**config.mk**
```make
export PLATFORM = sky130hd
export DESIGN_NAME = sbrb_front_flat
export DESIGN_NICKNAME = d
export VERILOG_FILES = /design/src/rtl/sbrb_pkg.sv /design/src/rtl/sbrb_req_if.sv /design/src/rtl/sbrb_front.sv /design/src/flat_wrapper.sv
export SDC_FILE = /design/constraint.sdc
export NUM_CORES = 1
export LEC_CHECK = 0
export BUFFER_PORTS_ARGS = -buffer_cell sky130_fd_sc_hd__buf_2
export CAP_MARGIN = 20
export CORE_MARGIN = 2
export CORE_UTILIZATION = 45
export DETAILED_ROUTE_END_ITERATION = 8
export HOLD_SLACK_MARGIN = 0.06
export PLACE_DENSITY = 0.74
export SLEW_MARGIN = 25
export SYNTH_ARGS = -nofsm -noshare
export SYNTH_HDL_FRONTEND = slang
export SYNTH_SLANG_ARGS = --single-unit
```
**constraint.sdc**
```tcl
create_clock -name clk_i -period 4.6 [get_ports clk_i]
set_input_delay 0.46 -clock clk_i [delete_from_list [all_inputs] [get_ports clk_i]]
set_output_delay 0.46 -clock clk_i [all_outputs]
set_load 0.02 [all_outputs]
```
**src/rtl/sbrb_pkg.sv**
```systemverilog
// ----------------------------------------------------------------------------
// Segmented byte ring buffer package
// Shared types, codes and constants for the ring buffer modules.
// ----------------------------------------------------------------------------
package sbrb_pkg;

  localparam int unsigned BufBytes  = 65536;
  localparam int unsigned SegDepth  = 32;
  localparam int unsigned InitBytes = 4096;
  localparam int unsigned MaxRead   = 32;
  localparam int unsigned PtrW      = $clog2(BufBytes);
  localparam int unsigned SegW      = $clog2(SegDepth);
  localparam int unsigned CntW      = SegW + 1;
  localparam int unsigned InitW     = $clog2(InitBytes);
  localparam int unsigned InitLenW  = InitW + 1;

  typedef enum logic [2:0] {
    OP_WRITE     = 3'd0,
    OP_FINISH    = 3'd1,
    OP_READ_SEG  = 3'd2,
    OP_QUERY     = 3'd3,
    OP_READ_INIT = 3'd4
  } opcode_e;

  typedef enum logic [2:0] {
    KIND_STATUS  = 3'd0,
    KIND_REMOVED = 3'd1,
    KIND_SEG_RDY = 3'd2,
    KIND_INIT_RDY = 3'd3,
    KIND_BYTE    = 3'd4,
    KIND_QUERY   = 3'd5
  } kind_e;

  typedef enum logic [1:0] {
    ST_OK        = 2'd0,
    ST_ERROR     = 2'd1,
    ST_TRUNCATED = 2'd2
  } status_e;

  typedef struct packed {
    logic [2:0]  opcode;
    logic [7:0]  data_byte;
    logic        chunk_first;
    logic [15:0] chunk_size;
    logic        init_flag;
    logic [15:0] segment_ref;
    logic [15:0] read_offset;
    logic [5:0]  read_length;
  } req_t;

  typedef struct packed {
    logic [2:0]  kind;
    logic [1:0]  status_code;
    logic [15:0] ref_value;
    logic [7:0]  read_byte;
    logic [15:0] bytes_free;
    logic [5:0]  segments_avail;
    logic [15:0] tail_ref;
    logic        last;
  } rsp_t;

endpackage

```
**src/rtl/sbrb_req_if.sv**
```systemverilog
// ----------------------------------------------------------------------------
// Request channel interface
// Valid/ready channel that carries one request.
// ----------------------------------------------------------------------------
interface sbrb_req_if;
  import sbrb_pkg::*;
  logic valid;
  logic ready;
  req_t data;
  modport source (output valid, output data, input ready);
  modport sink (input valid, input data, output ready);
endinterface

```
**src/rtl/sbrb_front.sv**
```systemverilog
// ----------------------------------------------------------------------------
// Request front end
// Takes requests and queues them for the back end.
// ----------------------------------------------------------------------------
module sbrb_front (
  input  logic           clk_i,
  input  logic           rst_ni,
  sbrb_req_if.sink       req,
  output sbrb_pkg::req_t q_data_o,
  output logic           q_valid_o,
  input  logic           q_pop_i
);
  import sbrb_pkg::*;

  req_t       fifo_q [2];
  logic       wp_q, rp_q;
  logic [1:0] cnt_q;
  logic       push;

  assign req.ready = (cnt_q != 2'd2);
  assign push      = req.valid && req.ready;
  assign q_valid_o = (cnt_q != 2'd0);
  assign q_data_o  = fifo_q[rp_q];

  always_ff @(posedge clk_i) begin
    if (push) begin
      fifo_q[wp_q] <= req.data;
    end
  end

  always_ff @(posedge clk_i or negedge rst_ni) begin
    if (!rst_ni) begin
      wp_q  <= 1'b0;
      rp_q  <= 1'b0;
      cnt_q <= 2'd0;
    end else begin
      if (push) wp_q <= ~wp_q;
      if (q_pop_i) rp_q <= ~rp_q;
      cnt_q <= cnt_q + {1'b0, push} - {1'b0, q_pop_i};
    end
  end

  assert property (@(posedge clk_i) disable iff (!rst_ni) q_pop_i |-> q_valid_o)
    else $error("pop from empty queue");
  assert property (@(posedge clk_i) disable iff (!rst_ni) cnt_q != 2'd3)
    else $error("queue count overflow");
  assert property (@(posedge clk_i) disable iff (!rst_ni)
    (push && !q_pop_i) |=> cnt_q == $past(cnt_q) + 2'd1)
    else $error("push lost");

endmodule

```
**src/flat_wrapper.sv**
```systemverilog
// flat-port wrapper written by rule: the top's interface ports become plain ports
module sbrb_front_flat import sbrb_pkg::*;
  (clk_i, rst_ni, q_data_o, q_valid_o, q_pop_i, req_valid, req_data, req_ready);
  sbrb_req_if req_i ();
  input  logic clk_i;
  input  logic rst_ni;
  output sbrb_pkg::req_t q_data_o;
  output logic q_valid_o;
  input  logic q_pop_i;
  input wire logic [$bits(req_i.valid)-1:0] req_valid;
  input wire logic [$bits(req_i.data)-1:0] req_data;
  output wire logic [$bits(req_i.ready)-1:0] req_ready;
  assign req_i.valid = req_valid;
  assign req_i.data = req_data;
  assign req_ready = req_i.ready;
  sbrb_front u_core (.clk_i(clk_i), .rst_ni(rst_ni), .req(req_i), .q_data_o(q_data_o), .q_valid_o(q_valid_o), .q_pop_i(q_pop_i));
endmodule
```
### Word level (Yosys, flattened, before mapping)

Memories as Yosys holds them, arrays and structs flattened.
Cells that the tools add are included.

* $add $sub $neg: 2
* multipliers: 0
* div/mod/pow operators: 0
* order comparisons: 0
* eq/ne operators: 1
* shift-type cells: 0
* muxes and demuxes: 2
* bitwise operators: 2
* reduce and logical (&&, ||, !) cells: 2

Operators with widths (count)
* adder 2 x 1 -> 2 bit: 1
* 2-to-1 mux 1 bit: 2
* inequality test 2 bit (second input constant): 1
* inverter 1 bit: 2
* nonzero test 2 bit: 1
* subtractor 2 x 1 -> 2 bit: 1
* logical AND 1 bit: 1

* bits in registers: 4
* latch bits: 0
* RAM bits: 134
* bits in read-only memories: 0
* bits of input ports: 71
* output and inout port bits: 69
* logic and storage cells: 13
* memories kept: 1

Memory list
* u_core.fifo_q: words 2, bits a word 67, read ports 1, clocked after memory_dff 0, write ports 1, line sbrb_front.sv:15 `req_t fifo_q [2];`

### Longest topological paths before layout

Gate-level depths: netlist of the first run.

* depth in word-level cells: 4
* depth in mapped cells: 5
* mapped depth without buffers: 5

### Worst setup path after synthesis of the first run

Ideal clock, no wire load.

* path type: reg2reg
* start: register u_core.cnt_q[0]
* end: memory u_core.fifo_q[0][0] (netlist name) (enable)
* library setup time: 0.493 ns
* arrival: 3.575 ns
* slack: 0.532 ns
* cell stages (with the launch flop): 4
* path buffers: 0
* path through: dfrtp_1 -> nand2b_1 -> nand2_1 -> nor2_1

* word-level cells in the longest chain between the ends: 4

RTL lines
* from (decl): line sbrb_front.sv:17 `logic [1:0] cnt_q;`
* from (signal assigned): line sbrb_front.sv:39 `cnt_q <= cnt_q + {1'b0, push} - {1'b0, q_pop_i};`
* inequality test 2 bit: line sbrb_front.sv:20 `assign req.ready = (cnt_q != 2'd2);`
* via req_ready: line flat_wrapper.sv:12 `output wire logic [$bits(req_i.ready)-1:0] req_ready;`
* logical AND 1 bit: line sbrb_front.sv:21 `assign push = req.valid && req.ready;`
* 2-to-1 mux 1 bit: line sbrb_front.sv:26 `if (push) begin`
* 2-to-1 mux 1 bit (implied by the code): line sbrb_front.sv:27 `fifo_q[wp_q] <= req.data;`
* to (decl): line sbrb_front.sv:15

The timed path passes the listed nets, and every way through them passes these cells.

==> flow_metrics.env, run 1 <==
export IMPL_path_class="reg2out"
export IMPL_final_common_cell="buf_2"
export IMPL_grt_pass1_vias=2780
export IMPL_grt_max_degree=69
export IMPL_dp_cells=499
export IMPL_slew_viol_final=0
export IMPL_final_cell_mix="buf_2 (139), edfxtp_1 (134), mux2_2 (47)"
export IMPL_synth_top_family_by_area="multiplexers"
export IMPL_crit_path_max_fanout=68
export IMPL_critPathArrivalTime_ps=2140
export IMPL_place_congestion=0.697
export IMPL_multi_input_area_um2=936
export IMPL_nFillCells=830
export IMPL_leakage_nw=2.53
export IMPL_nNetsFinal=451
export IMPL_seqPwrFrac=0.416
export IMPL_overflow=0
export IMPL_period_share=0.566
export IMPL_p_int_mw=3.21
export IMPL_p_comb_frac=0.278
export IMPL_synth_simple_gate_area_share=0.00708
export IMPL_post_place_ws_ps=2150
export IMPL_relSlewSlack=0.319
export IMPL_die_w_um=111
export IMPL_area_growth_pct=28.4
export IMPL_p_clk_frac=0.306
export IMPL_hold_violations=0
export IMPL_core_area_um2=11000
export IMPL_grt_pass1_wl_um=13600
export IMPL_detail_route_wl_per_cell_um=16.3
export IMPL_insertion_delay_ps=410
export IMPL_drt_iter0_drc=75
export IMPL_fin_cells=532
export IMPL_ys_types=18
export IMPL_rows=38
export IMPL_cts_buffers=17
export IMPL_yosys_area_top_type_share=0.785
export IMPL_setup_viol=0
export IMPL_routed_top_layer="met4"
export IMPL_dr_pass1_iters=6
export IMPL_clk_path_buf_depth=2
export IMPL_num_vias=2552
export IMPL_initial_core_util=0.467
export IMPL_drv_cap=0
export IMPL_cts_htree_levels=4
export IMPL_cp_required_ps=4140
export IMPL_syn_instance_count=227
export IMPL_ant_nets=0
export IMPL_synthAdderAreaFrac=0.00244
export IMPL_clock_skew_ps=20.4
export IMPL_p_sw_frac=0.306
export IMPL_antennaDiodeCount=0
export IMPL_io_buffers=139
export IMPL_clk_pin_slew_ps=60
export IMPL_io_pins=140
export IMPL_hp_class="in2reg"
export IMPL_syn_nets=299
export IMPL_synth_xor_xnor_area_share=0.00684
export IMPL_synth_compound_area_share=0
export IMPL_die_area_um2=12300
export IMPL_avgSynthCellArea_um2=22.6
export IMPL_vdd_drop_max_mv=0.575
export IMPL_power_density_nw_per_um2=702
export IMPL_synth_area_leaders="edfxtp_1 (79%), mux2_2 (10%), mux2_4 (5.9%)"
export IMPL_ys_seq_area_frac=0.805
export IMPL_die_h_um=111
export IMPL_layout_setup_ws_ps=2000
export IMPL_min_period_ps=2600
export IMPL_cts_tree="yes"
export IMPL_met2_length_um=4570
export IMPL_grt_use_total=0.146
export IMPL_status="completed"
export IMPL_drive_gt1_frac=0.615
export IMPL_yosys_warnings=0
export IMPL_wirelength_um=8650
export IMPL_max_freq_ghz=0.384
export IMPL_m1WireLength_um=3400
export IMPL_rsz0062_at_grt="false"
export IMPL_synthMuxAreaShare=0.164
export IMPL_cts_post_setup_buffers_inserted=0
export IMPL_synth_area_um2=5120
export IMPL_wl_met3_um=576
export IMPL_start_kind="register"
export IMPL_clock_sinks=138
export IMPL_total_power_mw=4.62
export IMPL_antenna_found_initial=0
export IMPL_routed_via_density=4.80
export IMPL_root_buffer="clkbuf_16"
export IMPL_synth_seq_cells=138
export IMPL_register_area_um2=4130
export IMPL_synth_top_area_cell="edfxtp_1"
export IMPL_remaining_drc_errors=0
export IMPL_p_switching_mw=1.41
export IMPL_dpl_hpwl_um=5480
export IMPL_finalSetupTns_ps=0
export IMPL_worst_slew_pin_slew_ps=1020
export IMPL_critPathCaptureType="output port"
## cell families (layout without fill, tap and decap cells)
| group | after synthesis | after routing |
|---|---|---|
| xor+xnor | 4 | 4 |
| simple gates | 7 | 7 |
| fa+ha+maj | 1 | 1 |
| flops | 138 | 138 |
| buf+inv | 9 | 174 |
| mux | 68 | 68 |
## flip-flops by register name, summed over array words and instances, names as in the netlist
| signal | flops |
|---|---|
| u_core.fifo_q | 134 |
| u_core.rp_q | 1 |
| u_core.wp_q | 1 |
| u_core.cnt_q | 2 |
## worst max-delay path: stages, from the launching register on
cell and delay, ps:
dfrtp_4 1100, mux2_2 420, buf_2 160
## routing by layer
metal | up-vias | track usage
met3 | 9 | 0.0651
met4 | 0 | 0.0633
met1 | 1250 | 0.160
met5 | - | 0
li1 | 1206 | -
met2 | 87 | 0.245
## power by group through the flow
stage | Sequential, mW | Combinational [mW] | Clock (mW)
final | 1.92 | 1.28 | 1.41
after CTS | 1.93 | 1.31 | 1.44
after global placement | 1.93 | 1.29 | 0
after global routing | 1.96 | 1.37 | 1.50
after detailed placement | 1.95 | 1.30 | 0
after floorplan | 1.81 | 1.07 | 0
## cell type report
type                       instances  area share
clock inverter                    13      0.0291
timing repair buffer             141       0.108
clock buffer                      19      0.0658
inverter                           1    0.000570
sequential                       138       0.627
tap                              140      0.0266
multi-input combinational         80       0.142
## final timing paths
path | start | to | slack, ps | cells past startpoint
setup / recovery | u_core.rp_q | q_data_o[30] | 2000 | 2
hold / removal | req_data[15] | u_core.fifo_q[1][15] | 230 | 1
setup reg to reg | u_core.cnt_q[0] | u_core.fifo_q[0][47] | 2210 | 4
hold reg to reg | u_core.wp_q | u_core.wp_q | 560 | 1
max in group asynchronous | rst_ni | u_core.rp_q | 4080 | 2
min in group asynchronous | rst_ni | u_core.cnt_q[0] | 380 | 2
## what timing repair did
| item | CTS | global route |
|---|---|---|
| endpoints found under the hold margin | 4 | 0 |
| resized for setup | 0 | 0 |
| hold buffers | 1 | 0 |
## cells in the mapped netlist (all sizes together)
| cell | number |
|---|---|
| edfxtp | 134 |
| mux2 | 67 |
| buf | 8 |
| dfrtp | 4 |
| nand2 | 2 |
| xnor2 | 2 |
| xor2 | 2 |
| and3 | 1 |
| ha | 1 |
| inv | 1 |
| mux2i | 1 |
| nand2b | 1 |
| nor2 | 1 |
| nor2b | 1 |
| or2 | 1 |
## metrics by stage
stage	instance area [um2]	hold WS, ps	utilization
finish	6580	230	0.599
CTS	6580	220	0.599
global route	6580	216	0.599
detailed placement	5950	272	0.541
floorplan	5120	164	-
global placement	5950	268	0.541
Power figures use the tool's default switching activity.
==> run 2, diff against run 1 <==
--- a/config.mk
+++ b/config.mk
@@ -11,7 +11,7 @@
 export CORE_UTILIZATION = 45
 export DETAILED_ROUTE_END_ITERATION = 8
 export HOLD_SLACK_MARGIN = 0.06
-export PLACE_DENSITY = 0.74
+export PLACE_DENSITY = 0.77
 export SLEW_MARGIN = 25
 export SYNTH_ARGS = -nofsm -noshare
 export SYNTH_HDL_FRONTEND = slang
==> constraint.sdc (replaced) <==
create_clock -name clk_i -period 2.1 [get_ports clk_i]
set_input_delay 0.21 -clock clk_i [delete_from_list [all_inputs] [get_ports clk_i]]
set_output_delay 0.21 -clock clk_i [all_outputs]
set_load 0.02 [all_outputs]
==> run 2 against run 1 <==
Power increased by 120%. Register-to-register slack got worse by 1700 ps. Core utilization increased by 6.4 points. Largest power group unchanged. Critical endpoint is now q_data_o[28]. First-iteration DRC count increased by 13%.
==> flow_metrics.env, run 2 (synthesis gave the netlist of run 1 again) <==
export IMPL_status="completed"
export IMPL_r2r_slack_ps=510
export IMPL_initial_core_util=0.467
export IMPL_final_util=0.663
export IMPL_clock_skew_ps=7.18
export IMPL_drt_iter0_drc=85
export IMPL_io_pins=140
export IMPL_wl_met3_um=536
export IMPL_antenna_found_initial=0
export IMPL_critPathCaptureType="output port"
export IMPL_insertion_delay_ps=390
export IMPL_vdd_drop_max_mv=0.731
export IMPL_detail_route_wl_per_cell_um=16.0
export IMPL_finalSetupTns_ps=0
export IMPL_power_density_nw_per_um2=1380
export IMPL_r2r_start="u_core.cnt_q[0]"
export IMPL_slew_viol_final=0
export IMPL_final_cell_mix="buf_2 (139), edfxtp_1 (134), dlygate4sd3_1 (69)"
export IMPL_grt_use_total=0.160
export IMPL_core_area_um2=11000
export IMPL_io_buffers=139
export IMPL_ant_nets=0
export IMPL_critPathArrivalTime_ps=1760
export IMPL_period_share=0.938
export IMPL_wirelength_um=9710
export IMPL_start_kind="register"
export IMPL_grt_pass1_vias=3117
export IMPL_clock_sinks=138
export IMPL_crit_path_max_fanout=15
export IMPL_min_period_ps=1970
export IMPL_drv_cap=0
export IMPL_root_buffer="clkbuf_16"
export IMPL_register_area_um2=4130
export IMPL_dpl_hpwl_um=5750
export IMPL_routed_top_layer="met4"
export IMPL_die_w_um=111
export IMPL_routed_via_density=4.71
export IMPL_rsz0062_at_grt="false"
export IMPL_nFillCells=740
export IMPL_antennaDiodeCount=0
export IMPL_hold_violations=0
export IMPL_num_vias=2851
export IMPL_met2_length_um=5140
export IMPL_cp_required_ps=1890
export IMPL_cts_htree_levels=4
export IMPL_clk_path_buf_depth=2
export IMPL_cts_resized=0
export IMPL_cts_tree="yes"
export IMPL_m1WireLength_um=3950
export IMPL_grt_pass1_wl_um=15100
export IMPL_multi_input_area_um2=941
export IMPL_dp_cells=505
export IMPL_max_freq_ghz=0.508
export IMPL_die_area_um2=12300
export IMPL_top_regs="u_core.fifo_q: 134 flops, u_core.cnt_q: 2 flops"
export IMPL_rows=38
export IMPL_crit_path_start="u_core.rp_q"
export IMPL_regMostFlops="u_core.fifo_q"
export IMPL_overflow=0
export IMPL_hp_class="in2async"
export IMPL_place_congestion=0.671
export IMPL_leakage_nw=2.85
export IMPL_final_common_cell="buf_2"
export IMPL_path_class="reg2out"
export IMPL_largest_reg_flops=134
export IMPL_worst_slew_pin_slew_ps=510
export IMPL_dr_pass1_iters=4
export IMPL_drive_gt1_frac=0.529
export IMPL_relSlewSlack=0.660
export IMPL_fin_cells=605
export IMPL_nNetsFinal=526
export IMPL_remaining_drc_errors=0
export IMPL_die_h_um=111
export IMPL_cts_buffers=17
export IMPL_grt_max_degree=36
export IMPL_area_growth_pct=42.1
export IMPL_clk_pin_slew_ps=50
export IMPL_setup_viol=0
[run 2: critical path, stage by stage (launching register included)]
cell and delay [ps]:
dfrtp_4 600, buf_8 220, mux2_2 360, buf_2 170
[run 2: report_power, final]
part	internal, mW	switching (mW)
logic	1.46	1.87
clock network	1.71	0.995
registers	3.77	0.234
[run 2: layout make-up]
cell class | instances | area share
clock buffer | 19 | 0.0595
clock inverter | 11 | 0.0146
inverter | 1 | 0.000516
multi-input combinational | 80 | 0.129
sequential | 138 | 0.567
tap | 140 | 0.0241
timing repair buffer | 216 | 0.205
[run 2: repair_timing]
action                                  in CTS  in global routing
setup buffers                                1                  0
endpoints found under the hold margin      139                  0
endpoints found under the setup margin      40                  0
hold buffers                                69                  0
[run 2: worst paths after layout]
| check | to | cells past startpoint |
|---|---|---|
| worst max-delay path | q_data_o[28] | 3 |
| worst min-delay path | u_core.cnt_q[0] | 2 |
| worst max register to register | u_core.fifo_q[0][34] | 4 |
| worst min register to register | u_core.wp_q | 1 |
| max in group asynchronous | u_core.rp_q | 2 |
| min in group clk_i | u_core.wp_q | 3 |
[run 2: metal layers]
metal,track usage,vias up
li1,-,1350
met1,0.184,1387
met2,0.284,108
met3,0.0530,6
met4,0.0467,0
met5,0,-
[run 2: stage by stage]
step / instance area [um2] / setup WS [ps] / hold slack [ps] / total power [mW]
3_3_place_gp: 6030 / 395 / 20.2 / 7.22
2_1_floorplan: 5140 / 5.63 / -85.6 / 6.29
6_report: 7280 / 131 / 150 / 10.0
4_1_cts: 7280 / 117 / 136 / 10.2
5_1_grt: 7280 / 68.0 / 151 / 10.5
3_5_place_dp: 6030 / 383 / 21.3 / 7.28
==> run 3, diff against run 2 <==
--- a/config.mk
+++ b/config.mk
@@ -5,6 +5,7 @@
 export SDC_FILE = /design/constraint.sdc
 export NUM_CORES = 1
 export LEC_CHECK = 0
+export ABC_AREA = 1
 export BUFFER_PORTS_ARGS = -buffer_cell sky130_fd_sc_hd__buf_2
 export CAP_MARGIN = 20
 export CORE_MARGIN = 2
==> run 3 against run 2 <==
Synthesized cell count grew 4.8%. Largest power group unchanged. Clock power grew 2%. Critical endpoint is now q_data_o[0]. Critical path depth did not move. Hold slack improved by 4.9 ps. Critical path type unchanged. Core utilization down 1.6 points.
==> flow_metrics.env, run 3 <==
export IMPL_status="completed"
export IMPL_antennaDiodeCount=0
export IMPL_place_congestion=0.744
export IMPL_die_w_um=111
export IMPL_synthAdderAreaFrac=0.00243
export IMPL_ys_async_sr_fraction=0.0290
export IMPL_relSlewSlack=0.687
export IMPL_io_buffers=139
export IMPL_routed_via_density=4.69
export IMPL_crit_path_max_fanout=33
export IMPL_final_util=0.647
export IMPL_synth_ff_type="edfxtp_1"
export IMPL_cp_required_ps=1890
export IMPL_nNetsFinal=535
export IMPL_drive_gt1_frac=0.514
export IMPL_core_area_um2=11300
export IMPL_cts_post_setup_buffers_inserted=0
export IMPL_finalSetupTns_ps=0
export IMPL_synthTopCellsByCount="edfxtp_1 (134), mux2_2 (47), mux2_4 (20), nand2_1 (8), inv_1 (7)"
export IMPL_grt_pass1_vias=3152
export IMPL_root_buffer="clkbuf_16"
export IMPL_final_common_cell="buf_2"
export IMPL_yosysMostFrequentCell="edfxtp_1"
export IMPL_period_share=0.886
export IMPL_synth_top_family_by_area="multiplexers"
export IMPL_clk_path_buf_depth=2
export IMPL_cts_buffers=17
export IMPL_ys_seq_area_frac=0.802
export IMPL_slew_viol_final=0
export IMPL_synth_area_um2=5140
export IMPL_drt_iter0_drc=133
export IMPL_ant_nets=0
export IMPL_die_h_um=111
export IMPL_regMostFlops="u_core.fifo_q"
export IMPL_area_growth_pct=41.8
export IMPL_synth_simple_gate_area_share=0.0107
export IMPL_clk_pin_slew_ps=60
export IMPL_setup_viol=0
export IMPL_vdd_drop_max_mv=0.757
export IMPL_grt_max_degree=36
export IMPL_clock_sinks=138
export IMPL_synth_top_area_cell="edfxtp_1"
export IMPL_grt_use_total=0.162
export IMPL_drv_cap=0
export IMPL_io_pins=140
export IMPL_ys_types=14
export IMPL_syn_instance_count=238
export IMPL_slowest_stage="dfrtp_4"
export IMPL_rsz0062_at_grt="false"
export IMPL_grt_pass1_wl_um=15300
export IMPL_top_regs="u_core.fifo_q: 134 flops, u_core.cnt_q: 2 flops"
export IMPL_hold_violations=0
export IMPL_critical_path_buf_inv_count=2
export IMPL_leakage_nw=2.87
export IMPL_die_area_um2=12300
export IMPL_overflow=0
export IMPL_cpLargestDelayFamily="flip-flops"
export IMPL_rows=39
export IMPL_hp_class="in2async"
export IMPL_max_freq_ghz=0.538
export IMPL_critPathCaptureType="output port"
export IMPL_power_density_nw_per_um2=1380
export IMPL_cts_tree="yes"
export IMPL_synth_compound_area_share=0.000973
export IMPL_synth_area_leaders="edfxtp_1 (78%), mux2_2 (10%), mux2_4 (5.8%)"
export IMPL_wirelength_um=9610
export IMPL_critPathArrivalTime_ps=1650
export IMPL_min_period_ps=1860
export IMPL_detail_route_wl_per_cell_um=15.6
export IMPL_antenna_found_initial=0
export IMPL_dr_pass1_iters=4
export IMPL_cp_cell_sequence="buf_12 > mux2_2 > buf_2"
export IMPL_syn_nets=310
export IMPL_total_power_mw=10.0
export IMPL_insertion_delay_ps=400
export IMPL_synth_edf_count=134
export IMPL_dpl_hpwl_um=5750
export IMPL_yosys_warnings=0
export IMPL_worst_slew_pin_slew_ps=470
export IMPL_clock_skew_ps=9.37
export IMPL_remaining_drc_errors=0
export IMPL_final_cell_mix="buf_2 (139), edfxtp_1 (134), dlygate4sd3_1 (69)"
export IMPL_num_vias=2897
export IMPL_avgSynthCellArea_um2=21.6
export IMPL_cts_htree_levels=4
export IMPL_synthMuxAreaShare=0.161
export IMPL_start_kind="register"
export IMPL_initial_core_util=0.456
export IMPL_cpPeakStageDelay_ps=440
export IMPL_synth_xor_xnor_area_share=0.00341
export IMPL_largest_reg_flops=134
export IMPL_synth_seq_cells=138
export IMPL_yosys_area_top_type_share=0.782
export IMPL_path_class="reg2out"
## run 3: changes by cell type after synthesis, moves of 2 or more
cell / change
nand3_1: +2
nor2_1: +3
inv_1: +6
nand2_1: +6
xnor2_1: -2
## run 3: final timing paths
kind | startpoint | slack [ps] | endpoint | cells after the start
max | u_core.rp_q | 240 | q_data_o[0] | 3
min | rst_ni | 160 | u_core.cnt_q[1] | 2
max reg2reg | u_core.cnt_q[1] | 540 | u_core.fifo_q[1][33] | 4
min in group clk_i | req_valid | 160 | u_core.cnt_q[1] | 4
min reg2reg | u_core.wp_q | 600 | u_core.wp_q | 2
max in group asynchronous | rst_ni | 1790 | u_core.rp_q | 2
## run 3: stage by stage
step / area, um2 / hold WS, ps / instances / worst slack (ps)
6_report: 7290 / 155 / 618 / 240
3_5_place_dp: 6040 / 23.0 / 518 / 552
4_1_cts: 7290 / 129 / 618 / 220
5_1_grt: 7290 / 150 / 618 / 172
2_1_floorplan: 5170 / -85.6 / 238 / 24.1
3_3_place_gp: 6040 / 21.1 / 518 / 618
## run 3: routing by layer
layer / track usage / part of all wire
met5: 0 / 0
met2: 0.270 / 0.52
met4: 0.0742 / 0.017
met1: 0.187 / 0.40
met3: 0.0601 / 0.069
## run 3: what timing repair did
| action | CTS | global route |
|---|---|---|
| resized for setup | 0 | 0 |
| endpoints found under the setup margin | 0 | 0 |
| hold buffers | 69 | 0 |
| endpoints found under the hold margin | 139 | 0 |
## run 3: cell families after synthesis
group,Yosys count
flops,138
mux,67
buf+inv,15
simple gates,14
xor+xnor,2
compound gates,1
fa+ha+maj,1
## run 3: where the power goes
group,internal [mW],switching [mW],total [mW]
Clock,1.73,1.03,2.76
Sequential,3.77,0.166,3.93
Combinational,1.40,1.94,3.34
Total,6.90,3.14,10.0
## run 3: layout make-up
| class | instances | area, um2 |
|---|---|---|
| clock inverters | 12 | 128 |
| multi-input cells | 85 | 945 |
| flip-flops and latches | 138 | 4130 |
| inverters | 7 | 26.3 |
| clock buffers | 19 | 433 |
| fillers | 779 | 3980 |
| well taps | 143 | 179 |
| repair buffers | 214 | 1460 |
